<file path="src/sppf_pkg.sv">
// shared types, constants and helper functions for the serial pnp id frame finder
// no dependencies; used by sppf_ctrl, sppf_dp and the top level
`default_nettype none

package sppf_pkg;

  localparam int BufBytes = 256;
  localparam int AddrW    = $clog2(BufBytes);
  localparam int CntW     = AddrW + 1;

  localparam int FrameMinLen = 11;
  localparam int IdFirst     = 3;
  localparam int AlphaEnd    = 6;
  localparam int IdEnd       = 10;

  localparam logic [7:0] MarkBegin6 = 8'h08;
  localparam logic [7:0] MarkBegin7 = 8'h28;
  localparam logic [7:0] MarkEnd6   = 8'h09;
  localparam logic [7:0] MarkEnd7   = 8'h29;
  localparam logic [7:0] MarkExt6   = 8'h3c;
  localparam logic [7:0] MarkExt7   = 8'h5c;
  localparam logic [7:0] SixOffset  = 8'h20;
  localparam logic [7:0] RevMask    = 8'hc0;

  localparam logic [2:0] KindHeader = 3'd0;
  localparam logic [2:0] KindUser   = 3'd4;

  typedef enum logic [2:0] {
    ST_LOAD,
    ST_FETCH,
    ST_CHECK,
    ST_EMIT_SEL,
    ST_EMIT_WAIT
  } state_e;

  typedef enum logic [2:0] {
    PH_BEGIN,
    PH_REV,
    PH_ID,
    PH_K10,
    PH_TAIL
  } phase_e;

  typedef struct packed {
    logic store;
    logic scan_init;
    logic k_next;
    logic ofs_next;
    logic take_begin;
    logic take_rev;
    logic take_id;
    logic take_mark;
    logic set_found;
    logic scan_end_nf;
    logic emit_load;
    logic emit_next;
  } cmd_t;

  typedef struct packed {
    phase_e phase;
    logic   hit_begin;
    logic   too_short;
    logic   rev_ok;
    logic   id_ok;
    logic   is_end;
    logic   is_ext;
    logic   at_end;
    logic   ofs_end;
    logic   item_here;
    logic   out_taken;
    logic   out_last;
  } sts_t;

  // letters or underscore for the first three id characters, hex digits after
  function automatic logic id_char_ok(input logic alpha, input logic [7:0] c);
    logic up, dig, hex;
    up  = (c >= 8'h41) && (c <= 8'h5a);
    dig = (c >= 8'h30) && (c <= 8'h39);
    hex = (c >= 8'h41) && (c <= 8'h46);
    return alpha ? (up || (c == 8'h5f)) : (dig || hex);
  endfunction

endpackage

`default_nettype wire

</file>
<file path="src/sppf_ctrl.sv">
// controller state machine of the serial pnp id frame finder
// depends on sppf_pkg; drives command struct to sppf_dp, reads its status struct
`default_nettype none

module sppf_ctrl (
  input  wire logic          clk_i,
  input  wire logic          rst_ni,
  input  wire logic          in_valid_i,
  input  wire logic          last_byte_i,
  output logic               in_ready_o,
  input  wire sppf_pkg::sts_t sts_i,
  output sppf_pkg::cmd_t     cmd_o
);

  sppf_pkg::state_e state_q, state_d;

  always_ff @(posedge clk_i or negedge rst_ni) begin
    if (!rst_ni) begin
      state_q <= sppf_pkg::ST_LOAD;
    end else begin
      state_q <= state_d;
    end
  end

  always_comb begin
    logic fail;
    state_d    = state_q;
    cmd_o      = '0;
    in_ready_o = 1'b0;
    fail       = 1'b0;
    unique case (state_q)
      sppf_pkg::ST_LOAD: begin
        in_ready_o = 1'b1;
        if (in_valid_i) begin
          cmd_o.store = 1'b1;
          if (last_byte_i) begin
            cmd_o.scan_init = 1'b1;
            state_d         = sppf_pkg::ST_FETCH;
          end
        end
      end
      sppf_pkg::ST_FETCH: begin
        state_d = sppf_pkg::ST_CHECK;
      end
      sppf_pkg::ST_CHECK: begin
        state_d = sppf_pkg::ST_FETCH;
        unique case (sts_i.phase)
          sppf_pkg::PH_BEGIN: begin
            if (sts_i.hit_begin && !sts_i.too_short) begin
              cmd_o.take_begin = 1'b1;
              cmd_o.k_next     = 1'b1;
            end else begin
              fail = 1'b1;
            end
          end
          sppf_pkg::PH_REV: begin
            if (sts_i.rev_ok) begin
              cmd_o.take_rev = 1'b1;
              cmd_o.k_next   = 1'b1;
            end else begin
              fail = 1'b1;
            end
          end
          sppf_pkg::PH_ID: begin
            if (sts_i.id_ok) begin
              cmd_o.take_id = 1'b1;
              cmd_o.k_next  = 1'b1;
            end else begin
              fail = 1'b1;
            end
          end
          sppf_pkg::PH_K10: begin
            if (sts_i.is_end) begin
              cmd_o.set_found = 1'b1;
              state_d         = sppf_pkg::ST_EMIT_SEL;
            end else if (sts_i.is_ext && !sts_i.at_end) begin
              cmd_o.take_mark = 1'b1;
              cmd_o.k_next    = 1'b1;
            end else begin
              fail = 1'b1;
            end
          end
          sppf_pkg::PH_TAIL: begin
            priority if (sts_i.is_end) begin
              cmd_o.take_mark = 1'b1;
              cmd_o.set_found = 1'b1;
              state_d         = sppf_pkg::ST_EMIT_SEL;
            end else if (sts_i.at_end) begin
              fail = 1'b1;
            end else begin
              cmd_o.take_mark = sts_i.is_ext;
              cmd_o.k_next    = 1'b1;
            end
          end
          default: fail = 1'b1;
        endcase
        if (fail) begin
          if (sts_i.ofs_end) begin
            cmd_o.scan_end_nf = 1'b1;
            state_d           = sppf_pkg::ST_EMIT_SEL;
          end else begin
            cmd_o.ofs_next = 1'b1;
          end
        end
      end
      sppf_pkg::ST_EMIT_SEL: begin
        if (sts_i.item_here) begin
          cmd_o.emit_load = 1'b1;
          state_d         = sppf_pkg::ST_EMIT_WAIT;
        end else begin
          cmd_o.emit_next = 1'b1;
        end
      end
      sppf_pkg::ST_EMIT_WAIT: begin
        if (sts_i.out_taken) begin
          if (sts_i.out_last) begin
            state_d = sppf_pkg::ST_LOAD;
          end else begin
            cmd_o.emit_next = 1'b1;
            state_d         = sppf_pkg::ST_EMIT_SEL;
          end
        end
      end
      default: state_d = sppf_pkg::ST_LOAD;
    endcase
  end

endmodule

`default_nettype wire

</file>
<file path="src/sppf_dp.sv">
// datapath of the serial pnp id frame finder: reply buffer, scan registers, output register
// depends on sppf_pkg; commanded by sppf_ctrl
`default_nettype none

module sppf_dp (
  input  wire logic           clk_i,
  input  wire logic           rst_ni,
  input  wire logic [7:0]     data_byte_i,
  input  wire sppf_pkg::cmd_t cmd_i,
  output sppf_pkg::sts_t      sts_o,
  output logic                out_valid_o,
  input  wire logic           out_ready_i,
  output logic [2:0]          item_kind_o,
  output logic                frame_found_o,
  output logic [7:0]          start_offset_o,
  output logic [8:0]          span_length_o,
  output logic                six_bit_form_o,
  output logic [11:0]         pnp_revision_o,
  output logic [55:0]         eisa_id_chars_o,
  output logic                last_item_o
);

  localparam int AW = sppf_pkg::AddrW;
  localparam int CW = sppf_pkg::CntW;

  logic [7:0] mem [sppf_pkg::BufBytes];
  logic [7:0] rd_q;

  logic [CW-1:0] fill_q, k_q;
  logic [AW-1:0] ofs_q;
  logic [2:0]    n_q, j_q;
  logic          open_q, found_q, out_valid_q;
  logic [3:0]    present_q;
  logic          six_q;
  logic [11:0]   rev_q;
  logic [55:0]   id_q;
  logic [CW-1:0] span_q;
  logic [AW-1:0] start_q [4];
  logic [CW-1:0] flen_q  [4];

  logic [AW-1:0] addr;
  logic [CW-1:0] avail;
  logic [7:0]    id_c;
  logic          full;
  logic [1:0]    close_idx, new_idx, fsel;
  logic          out_last;
  logic [CW-1:0] flen_sel;

  assign addr      = ofs_q + k_q[AW-1:0];
  assign avail     = fill_q - {1'b0, ofs_q};
  assign id_c      = rd_q + (six_q ? sppf_pkg::SixOffset : 8'h00);
  assign full      = (fill_q >= CW'(sppf_pkg::BufBytes));
  assign close_idx = 2'(n_q - 3'd1);
  assign new_idx   = n_q[1:0];
  assign fsel      = 2'(j_q - 3'd1);
  assign out_last  = !found_q || ((present_q >> j_q) == 4'd0);

  always_comb begin
    flen_sel = flen_q[fsel];
    if (j_q == sppf_pkg::KindUser && flen_sel >= CW'(2)) begin
      flen_sel = flen_sel - CW'(2);
    end
  end

  always_comb begin
    sts_o = '0;
    priority if (k_q == '0) begin
      sts_o.phase = sppf_pkg::PH_BEGIN;
    end else if (k_q < CW'(sppf_pkg::IdFirst)) begin
      sts_o.phase = sppf_pkg::PH_REV;
    end else if (k_q < CW'(sppf_pkg::IdEnd)) begin
      sts_o.phase = sppf_pkg::PH_ID;
    end else if (k_q == CW'(sppf_pkg::IdEnd)) begin
      sts_o.phase = sppf_pkg::PH_K10;
    end else begin
      sts_o.phase = sppf_pkg::PH_TAIL;
    end
    sts_o.hit_begin = (rd_q == sppf_pkg::MarkBegin6) || (rd_q == sppf_pkg::MarkBegin7);
    sts_o.too_short = avail < CW'(sppf_pkg::FrameMinLen);
    sts_o.rev_ok    = (rd_q & sppf_pkg::RevMask) == 8'h00;
    sts_o.id_ok     = sppf_pkg::id_char_ok(k_q < CW'(sppf_pkg::AlphaEnd), id_c);
    sts_o.is_end    = rd_q == (six_q ? sppf_pkg::MarkEnd6 : sppf_pkg::MarkEnd7);
    sts_o.is_ext    = rd_q == (six_q ? sppf_pkg::MarkExt6 : sppf_pkg::MarkExt7);
    sts_o.at_end    = (k_q + CW'(1)) == avail;
    sts_o.ofs_end   = ({1'b0, ofs_q} + CW'(1)) >= fill_q;
    sts_o.item_here = (j_q == sppf_pkg::KindHeader) || present_q[fsel];
    sts_o.out_taken = out_valid_q && out_ready_i;
    sts_o.out_last  = last_item_o;
  end

  // buffer: one write port at the fill pointer, registered read at the scan address
  always_ff @(posedge clk_i) begin
    if (cmd_i.store && !full) begin
      mem[fill_q[AW-1:0]] <= data_byte_i;
    end
    rd_q <= mem[addr];
  end

  always_ff @(posedge clk_i or negedge rst_ni) begin
    if (!rst_ni) begin
      fill_q      <= '0;
      k_q         <= '0;
      ofs_q       <= '0;
      n_q         <= '0;
      j_q         <= '0;
      open_q      <= 1'b0;
      found_q     <= 1'b0;
      present_q   <= '0;
      out_valid_q <= 1'b0;
    end else begin
      if (cmd_i.store && !full) begin
        fill_q <= fill_q + CW'(1);
      end
      if (cmd_i.scan_init) begin
        ofs_q <= '0;
        k_q   <= '0;
      end
      if (cmd_i.k_next) begin
        k_q <= k_q + CW'(1);
      end
      if (cmd_i.ofs_next) begin
        ofs_q <= ofs_q + AW'(1);
        k_q   <= '0;
      end
      if (cmd_i.take_begin) begin
        present_q <= '0;
        n_q       <= '0;
        open_q    <= 1'b0;
      end
      if (cmd_i.take_mark) begin
        if (open_q) begin
          open_q <= 1'b0;
        end
        if (cmd_i.k_next && sts_o.is_ext && n_q < 3'd4) begin
          present_q[new_idx] <= 1'b1;
          open_q             <= 1'b1;
          n_q                <= n_q + 3'd1;
        end
      end
      if (cmd_i.set_found || cmd_i.scan_end_nf) begin
        found_q <= cmd_i.set_found;
        fill_q  <= '0;
        j_q     <= '0;
      end
      if (cmd_i.emit_next) begin
        j_q <= j_q + 3'd1;
      end
      if (cmd_i.emit_load) begin
        out_valid_q <= 1'b1;
      end else if (out_valid_q && out_ready_i) begin
        out_valid_q <= 1'b0;
      end
    end
  end

  always_ff @(posedge clk_i) begin
    if (cmd_i.take_begin) begin
      six_q <= (rd_q == sppf_pkg::MarkBegin6);
      rev_q <= '0;
      id_q  <= '0;
    end
    if (cmd_i.take_rev) begin
      rev_q <= {rev_q[5:0], rd_q[5:0]};
    end
    if (cmd_i.take_id) begin
      id_q <= {id_q[47:0], id_c};
    end
    if (cmd_i.take_mark) begin
      if (open_q) begin
        flen_q[close_idx] <= CW'(addr - start_q[close_idx]);
      end
      if (cmd_i.k_next && sts_o.is_ext && n_q < 3'd4) begin
        start_q[new_idx] <= addr + AW'(1);
      end
    end
    if (cmd_i.set_found) begin
      span_q <= k_q + CW'(1);
    end
    if (cmd_i.emit_load) begin
      last_item_o <= out_last;
      if (j_q == sppf_pkg::KindHeader) begin
        item_kind_o     <= sppf_pkg::KindHeader;
        frame_found_o   <= found_q;
        start_offset_o  <= found_q ? 8'(ofs_q) : 8'h00;
        span_length_o   <= found_q ? 9'(span_q) : 9'h000;
        six_bit_form_o  <= found_q && six_q;
        pnp_revision_o  <= found_q ? rev_q : 12'h000;
        eisa_id_chars_o <= found_q ? id_q : 56'h0;
      end else begin
        item_kind_o     <= j_q;
        frame_found_o   <= 1'b1;
        start_offset_o  <= 8'(start_q[fsel]);
        span_length_o   <= 9'(flen_sel);
        six_bit_form_o  <= six_q;
        pnp_revision_o  <= rev_q;
        eisa_id_chars_o <= id_q;
      end
    end
  end

  assign out_valid_o = out_valid_q;

  assert property (@(posedge clk_i) disable iff (!rst_ni) n_q <= 3'd4)
    else $error("field count beyond four");
  assert property (@(posedge clk_i) disable iff (!rst_ni) open_q |-> (n_q != 3'd0))
    else $error("open field with no field recorded");
  assert property (@(posedge clk_i) disable iff (!rst_ni) fill_q <= CW'(sppf_pkg::BufBytes))
    else $error("fill count beyond buffer size");
  assert property (@(posedge clk_i) disable iff (!rst_ni)
      (present_q != 4'd0) |-> (n_q != 3'd0))
    else $error("field marked present with zero count");

endmodule

`default_nettype wire

</file>
<file path="src/serial_pnp_id_frame_finder_top.sv">
// top level of the serial pnp id frame finder
// depends on sppf_pkg, sppf_ctrl and sppf_dp
`default_nettype none

// Takes a modem reply one byte per beat into a 256-byte buffer (bytes past
// the end are dropped) and, after the beat flagged last_byte, scans it for a
// serial plug-and-play id frame. Loading accepts one beat per cycle.
// The scan shares one buffer read port and takes each byte examined
// through a read state and then a check state, trying offsets in order
// from 0; a candidate offset stops at the first byte that rules it out.
// Results then go out as a header beat and one beat per extended field
// present (serial, class, device id, user name); each beat passes through
// a select state and then waits for its output handshake, and each absent
// field skipped before a present one adds one more pass through the
// select state. last_item marks the final beat. Input is not taken while
// scanning or emitting. The buffer needs no clearing after reset: only
// entries below the fill count are read.
module serial_pnp_id_frame_finder_top (
  input  wire logic        clk_i,
  input  wire logic        rst_ni,
  input  wire logic        in_valid_i,
  output logic             in_ready_o,
  input  wire logic [7:0]  data_byte_i,
  input  wire logic        last_byte_i,
  output logic             out_valid_o,
  input  wire logic        out_ready_i,
  output logic [2:0]       item_kind_o,
  output logic             frame_found_o,
  output logic [7:0]       start_offset_o,
  output logic [8:0]       span_length_o,
  output logic             six_bit_form_o,
  output logic [11:0]      pnp_revision_o,
  output logic [55:0]      eisa_id_chars_o,
  output logic             last_item_o
);

  // command and status between the state machine and the datapath
  sppf_pkg::cmd_t cmd;
  sppf_pkg::sts_t sts;

  // sequencer: load, fetch/check per byte, then select/wait per result beat
  sppf_ctrl u_ctrl (
    .clk_i       (clk_i),
    .rst_ni      (rst_ni),
    .in_valid_i  (in_valid_i),
    .last_byte_i (last_byte_i),
    .in_ready_o  (in_ready_o),
    .sts_i       (sts),
    .cmd_o       (cmd)
  );

  // buffer, frame registers, field table and output register
  sppf_dp u_dp (
    .clk_i           (clk_i),
    .rst_ni          (rst_ni),
    .data_byte_i     (data_byte_i),
    .cmd_i           (cmd),
    .sts_o           (sts),
    .out_valid_o     (out_valid_o),
    .out_ready_i     (out_ready_i),
    .item_kind_o     (item_kind_o),
    .frame_found_o   (frame_found_o),
    .start_offset_o  (start_offset_o),
    .span_length_o   (span_length_o),
    .six_bit_form_o  (six_bit_form_o),
    .pnp_revision_o  (pnp_revision_o),
    .eisa_id_chars_o (eisa_id_chars_o),
    .last_item_o     (last_item_o)
  );

endmodule

`default_nettype wire
</file>
<file path="config.mk">
export PLATFORM = sky130hd
export DESIGN_NAME = serial_pnp_id_frame_finder_top
export DESIGN_NICKNAME = d
export VERILOG_FILES = /design/src/sppf_pkg.sv /design/src/sppf_ctrl.sv /design/src/sppf_dp.sv /design/src/serial_pnp_id_frame_finder_top.sv
export SDC_FILE = /design/constraint.sdc
export NUM_CORES = 2
export LEC_CHECK = 0
export BUFFER_PORTS_ARGS = -buffer_cell sky130_fd_sc_hd__buf_2
export CORE_MARGIN = 1.5
export CORE_UTILIZATION = 63
export CTS_BUF_LIST = sky130_fd_sc_hd__clkbuf_16
export DETAILED_ROUTE_END_ITERATION = 8
export GPL_TIMING_DRIVEN = 0
export PLACE_DENSITY = 0.8
export SETUP_SLACK_MARGIN = 0.5
export SLEW_MARGIN = 20
export SYNTH_ARGS = -nofsm -noshare
export SYNTH_HDL_FRONTEND = slang
export SYNTH_HIERARCHICAL = 1
export SYNTH_SLANG_ARGS = --single-unit
</file>
<file path="constraint.sdc">
create_clock -name clk_i -period 6 [get_ports clk_i]
set_input_delay 1.2 -clock clk_i [delete_from_list [all_inputs] [get_ports clk_i]]
set_output_delay 1.2 -clock clk_i [all_outputs]
set_load 0.005 [all_outputs]
</file>
# After elaboration in Yosys (flattened, before gate mapping)

Memory sizes are Yosys's and may differ from the RTL's. A register that Yosys moved wholly into a read port is not among the register bits.
Cells that the tools add are included.

Order comparisons: 16
Equal/unequal tests: 20
Reductions and logical operators: 37
Mux-type cells: 104
Bitwise gates (word level): 1
$add $sub $neg: 14
Shift-type cells: 1

Operators with widths:

| operator                                                                            | count |
|---|---|
| 56-bit 2-to-1 mux                                                                   | 4 |
| 9-bit 2-to-1 mux                                                                    | 8 |
| 1-bit 2-to-1 mux                                                                    | 50 |
| 12-bit 2-to-1 mux                                                                   | 4 |
| 3-bit 2-to-1 mux                                                                    | 16 |
| 8-bit 2-to-1 mux                                                                    | 5 |
| 9-bit by 1-bit adder with 9-bit output, second input constant                       | 2 |
| 9-bit by 4-bit less-than comparator with 1-bit output, second input constant        | 2 |
| 8-bit by 1-bit adder with 8-bit output, second input constant                       | 2 |
| 8-bit adder                                                                         | 2 |
| 8-bit == test                                                                       | 2 |
| 8-bit by 7-bit less-or-equal comparator with 1-bit output, second input constant    | 2 |
| 3-bit one-hot mux with 5 select lines                                               | 1 |
| 3-bit by 2-bit == test with 1-bit output, second input constant                     | 4 |
| 1-bit logical AND                                                                   | 12 |
| 4-bit 2-to-1 mux                                                                    | 3 |
| 6-bit 2-to-1 mux                                                                    | 2 |
| 2-bit nonzero test                                                                  | 6 |
| 1-bit one-hot mux with 5 select lines                                               | 2 |
| 8-bit by 1-bit adder with 9-bit output, second input constant                       | 1 |
| 3-bit == test, second input constant                                                | 3 |
| 9-bit by 4-bit == test with 1-bit output, second input constant                     | 1 |
| 9-bit == test                                                                       | 1 |
| 9-bit by 2-bit greater-or-equal comparator with 1-bit output, second input constant | 1 |
| other kinds (37)                                                                    | 57 |

Memory bits (writable): 2,116
Memories kept: 3
Bits of input ports: 13
Flip-flop bits (word level): 211
Logic and storage cells: 218

Memory list:

| name         | words | bits a word | rd ports | clocked after memory_dff | write ports | RTL line      | RTL |
|---|---|---|---|---|---|---|---|
| u_dp.mem     | 256   | 8           | 1        | 1                        | 1           | sppf_dp.sv:26 | `logic [7:0] mem [sppf_pkg::BufBytes];` |
| u_dp.flen_q  | 4     | 9           | 1        | 0                        | 1           | sppf_dp.sv:39 | `logic [CW-1:0] flen_q [4];` |
| u_dp.start_q | 4     | 8           | 2        | 0                        | 1           | sppf_dp.sv:38 | `logic [AW-1:0] start_q [4];` |

# Logic depth before layout (Yosys ltp)

Depth after elaboration: 16
Mapped depth: 21

# By module

The synthesis kept the hierarchy.

Modules (own cells, without submodules):

| module    | sequential area each (sq um) | area each (sq um) | instances | cells an instance |
|---|---|---|---|---|
| sppf_dp   | 69,751.9                     | 92,657.6          | 1         | 4,807 |
| sppf_ctrl | 75.1                         | 417.9             | 1         | 65 |

# Least setup slack after synthesis

Ideal clock, no wire load.

Kind: reg-to-reg
Start: register u_dp.j_q[0]
End: register u_dp.eisa_id_chars_o[0], enable pin
Stages on the path, launching flop included: 11
Arrival time: 4.711 ns
Required time: 5.538 ns
Library setup time: 0.462 ns
Period minus slack after synthesis: 5.174 ns
Path slack: 0.826 ns
Buffers on the path: 4
Path through: dfrtp_1 -> buf_6 -> buf_1 -> inv_1 -> ha_1 -> clkbuf_1 -> clkbuf_1 -> mux4_2 -> inv_1 -> nand2_1 -> and3_1

RTL lines:

| what                   | RTL line       | RTL |
|---|---|---|
| from (decl)            | sppf_dp.sv:31  | `logic [2:0] n_q, j_q;` |
| from (signal assigned) | sppf_dp.sv:146 | `j_q <= j_q + 3'd1;` |
| to (signal assigned)   | sppf_dp.sv:188 | `eisa_id_chars_o <= found_q ? id_q : 56'h0;` |
| to (signal assigned)   | sppf_dp.sv:196 | `eisa_id_chars_o <= id_q;` |
| to (decl)              | sppf_dp.sv:19  | `output logic [55:0] eisa_id_chars_o,` |

# Worst setup path in the final report

Start: register u_dp.ofs_q[0]
End: register u_dp.rd_q[1], read port of u_dp.mem

Cells in the longest elaborated chain, start to end: 1

RTL lines:

| what                   | RTL line       | RTL |
|---|---|---|
| from (decl)            | sppf_dp.sv:30  | `logic [AW-1:0] ofs_q;` |
| from (signal assigned) | sppf_dp.sv:122 | `ofs_q <= ofs_q + AW'(1);` |
| 8-bit adder            | sppf_dp.sv:49  | `assign addr = ofs_q + k_q[AW-1:0];` |
| to (decl)              | sppf_dp.sv:27  | `logic [7:0] rd_q;` |

Every way passes these cells.
A chain may end at the register's enable or synchronous reset.

==> summary.txt <==
Yosys
  • Post-synth EDFFs: 2285
  • Synth cell types: 69
  • Synth area leaders: edfxtp_1 (74%), mux4_2 (13%), nand2_1 (1.6%)
  • Yosys top cell by area: edfxtp_1
  • Ys Warns: 6
  • Post-Syn Instances: 4872
  • Async S/R FF share, synth: 0.0180
  • Syn Nets: 4941
  • Post-synthesis sequential area ratio: 0.750
  • Mapped Area: 0.0931 mm^2
  • Mean Syn Cell Area: 19.1 um^2
  • Area share of the largest cell type after synthesis: 0.737
  • Synth Flop Type: edfxtp_1
  • #FFs+latches synth: 2335

Clocking
  • Post-CTS Setup Repair Bufs: 0
  • Hold buffer count at cts: 0
  • CTS Root Cell: clkbuf_16
  • Maximum buffer depth of the clock tree: 3
  • Clock Latency Late Sink: 860 ps
  • # clock sinks: 2335
  • CTS Buf Count: 212
  • Post-CTS sizing: 35
  • H-Tree Depth: 4
  • CTS clock-pin slew for the worst setup and hold paths: 70 ps
  • CTS tree: done

Global routing
  • Largest net degree at the start of global routing: 148
  • Tot GR Track Use: 0.333
  • Initial antenna violation count: 14
  • First-pass GRT wire length: 354 mm
  • Global route total overflow: 0
  • Vias in the first global route: 51100

Final layout
  • Non-Filler Instances: 7315
  • Area Overhead vs Synth: 11.5%
  • Filler cells: 8309
  • Most frequent cells in the layout: edfxtp_1 (2285), mux4_2 (552), nand2_1 (406)
  • Most common cell after layout, fill and taps aside: edfxtp_1
  • Layout net count: 5279
  • Share of layout cells above drive strength 1: 0.222

STA
  • Setup_tns: 0 ps
  • Final WS setup: 351 ps
  • Unrepaired setup endpoints after global routing: no
  • Worst relative slew slack: 0.172
  • Fin. Hold Viols: 0
  • Least-Margin Pin Slew: 1240 ps
  • Setup violations, final: 0
  • Final-report max-slew violation count: 0
  • Final period util: 0.941
  • Max Clock Skew: 45.7 ps
  • Max Freq: 177 MHz
  • Minimum clock period: 5650 ps

Placement
  • HPWL after DPL: 157 mm
  • Buffers on Ports: 105
  • Post-placement setup slack: -420 ps
  • Post-Place Cells: 6913
  • Final Wtd Congestion: 1.01

Run
  • Maxcap violations: 0

Routing
  • Top sig layer: met5
  • Via count: 51700
  • Final WL: 249 mm
  • DRT Pass-1 Iters: 8
  • DRC: 0
  • Met2 routed WL: 115 mm
  • Met1 wire length: 83.5 mm
  • Metal3 WL: 33.8 mm
  • Post-DR wirelength/cell: 34.0 um
  • Antenna-violating nets left: 0
  • Vias/cell: 7.06
  • Initial DRC count: 8217

Floorplan
  • DIE HEIGHT: 387 um
  • Starting Density: 0.637
  • # IOs: 106
  • Rows: 140
  • Core footprint: 0.146 mm^2
  • Die Wd: 387 um
  • Die area: 0.150 mm^2

Worst setup path
  • R2r setup slk: 350 ps
  • RR Startpoint: u_dp/ofs_q[0]$_DFFE_PN0P_
  • Slowest stage delay, CP: 1170 ps
  • FF-to-FF path depth: 11
  • Reg2reg end: u_dp/rd_q[1]$_DFF_P_
  • WP data required: 6640 ps
  • Worst Path Max Fanout: 10
  • Critical path class: reg -> reg
  • Worst setup EP type: flip-flop
  • Cell mode on critical path: buf_4
  • Crit path DAT: 6290 ps
  • Slowest-stage cell, CP: a2111oi_2
  • Worst path cell trace: ha_1 > fa_1 > buf_4 > buf_4 > buf_2 > clkdlybuf4s15_2 > mux4_2 > nand2_1 > a31oi_1 > a2111oi_2 > nor4_4
  • Crit start category: flip-flop

Power
  • Leak: 0.0335 uW
  • Power Density: 420 mW/mm^2
  • Worst VDD drop: 0.000433 V

Run status
  • Status: finished, final reports clean

Worst hold path
  • HP Class: in -> async
==> synth_stat cells (30+ instances only) <==
cell,instances
and3_1,53
mux2i_1,44
buf_2,53
mux4_2,552
nand2_1,406
dfrtp_1,42
o21ai_0,30
a21oi_1,115
nor2_1,371
buf_1,43
edfxtp_1,2285
nand3_1,77
clkbuf_1,125
mux2_2,33
xnor2_1,44
and2_1,145
inv_1,50
ha_1,53
buf_4,42
==> report_power, final <==
| part | total (uW) | internal, uW | switching, uW |
|---|---|---|---|
| Sequential | 18400 | 18200 | 175 |
| Combinational | 12100 | 4530 | 7560 |
| Clock | 13100 | 7280 | 5830 |
| Total | 43600 | 30100 | 13600 |
==> cell families (layout without fill, tap and decap cells) <==
family,after synthesis,after routing,share of synthesized area
buffers and inverters,323,837,0.0161
xor gates and xnor gates,62,62,0.00583
AOI/OAI and AO/OA,312,312,0.0218
other,0,12,0
DFF,2335,2335,0.750
muxes,629,629,0.142
and+or+nand+nor,1155,1155,0.0560
adders and majority gates,56,56,0.00777
==> stage by stage <==
step | util | instance area, um^2 | hold WS (ps) | total power, uW
after floorplan | - | 93100 | 471 | 25900
after global placement | 0.657 | 96000 | 474 | 29900
after detailed placement | 0.662 | 96700 | 498 | 30100
after CTS | 0.709 | 104000 | 512 | 43300
after global routing | 0.710 | 104000 | 386 | 44600
final | 0.710 | 104000 | 353 | 43600
==> sequential cells by signal, summed over array words and instances, names as in the netlist, 4 cells and up <==
name and count:
u_dp/span_q 9, u_dp/eisa_id_chars_o 56, u_dp/pnp_revision_o 12, u_dp/mem 2048, u_dp/k_q 9, u_dp/start_q 32, u_dp/rev_q 12, u_dp/flen_q 36
u_dp/present_q 4, u_dp/fill_q 9, u_dp/rd_q 8, u_dp/start_offset_o 8, u_dp/ofs_q 8, u_dp/id_q 56, u_dp/span_length_o 9
==> layer usage <==
layer | GRT usage | vias to the layer above
met5 | 0.00223 | -
met4 | 0.186 | 14
met3 | 0.101 | 910
met2 | 0.508 | 4391
met1 | 0.434 | 26200
li1 | - | 20100
==> cell type report <==
cell class / count / area [um^2] / area share
flip-flops and latches: 2335 / 69800 / 0.673
inverters: 52 / 195 / 0.00188
plain buffers: 271 / 1380 / 0.0133
diodes: 12 / 30.0 / 0.000289
multi-input cells: 2214 / 22100 / 0.213
repair buffers: 124 / 1110 / 0.0107
clock buffers: 218 / 5460 / 0.0526
well taps: 1917 / 2400 / 0.0231
clock inverters: 172 / 1270 / 0.0122
==> worst max-delay path: cells and delay by family (launching register included) <==
| kind | cells | cell delay, ps |
|---|---|---|
| AO/OA/AOI/OAI | 2 | 1360 |
| AND/OR/NAND/NOR | 2 | 310 |
| flip-flops | 1 | 540 |
| buffers and inverters | 4 | 1760 |
| multiplexers | 1 | 380 |
| adder cells (fa/ha/maj) | 2 | 1040 |
==> how the worst max path moves through the flow <==
stage,slack (ps),startpoint,cells after the start,end
2_1_floorplan,830,u_dp/j_q[0]$_DFFE_PN0P_,10,u_dp/eisa_id_chars_o[0]$_DFFE_PP_
3_3_place_gp,-750,u_dp/j_q[0]$_DFFE_PN0P_,10,u_dp/eisa_id_chars_o[22]$_DFFE_PP_
3_5_place_dp,-420,u_dp/ofs_q[0]$_DFFE_PN0P_,12,u_dp/rd_q[4]$_DFF_P_
4_1_cts,460,u_dp/ofs_q[0]$_DFFE_PN0P_,13,u_dp/rd_q[4]$_DFF_P_
5_1_grt,500,u_dp/ofs_q[0]$_DFFE_PN0P_,11,u_dp/rd_q[0]$_DFF_P_
6_report,350,u_dp/ofs_q[0]$_DFFE_PN0P_,11,u_dp/rd_q[1]$_DFF_P_
Note: power is estimated with default switching activity, not from simulation.
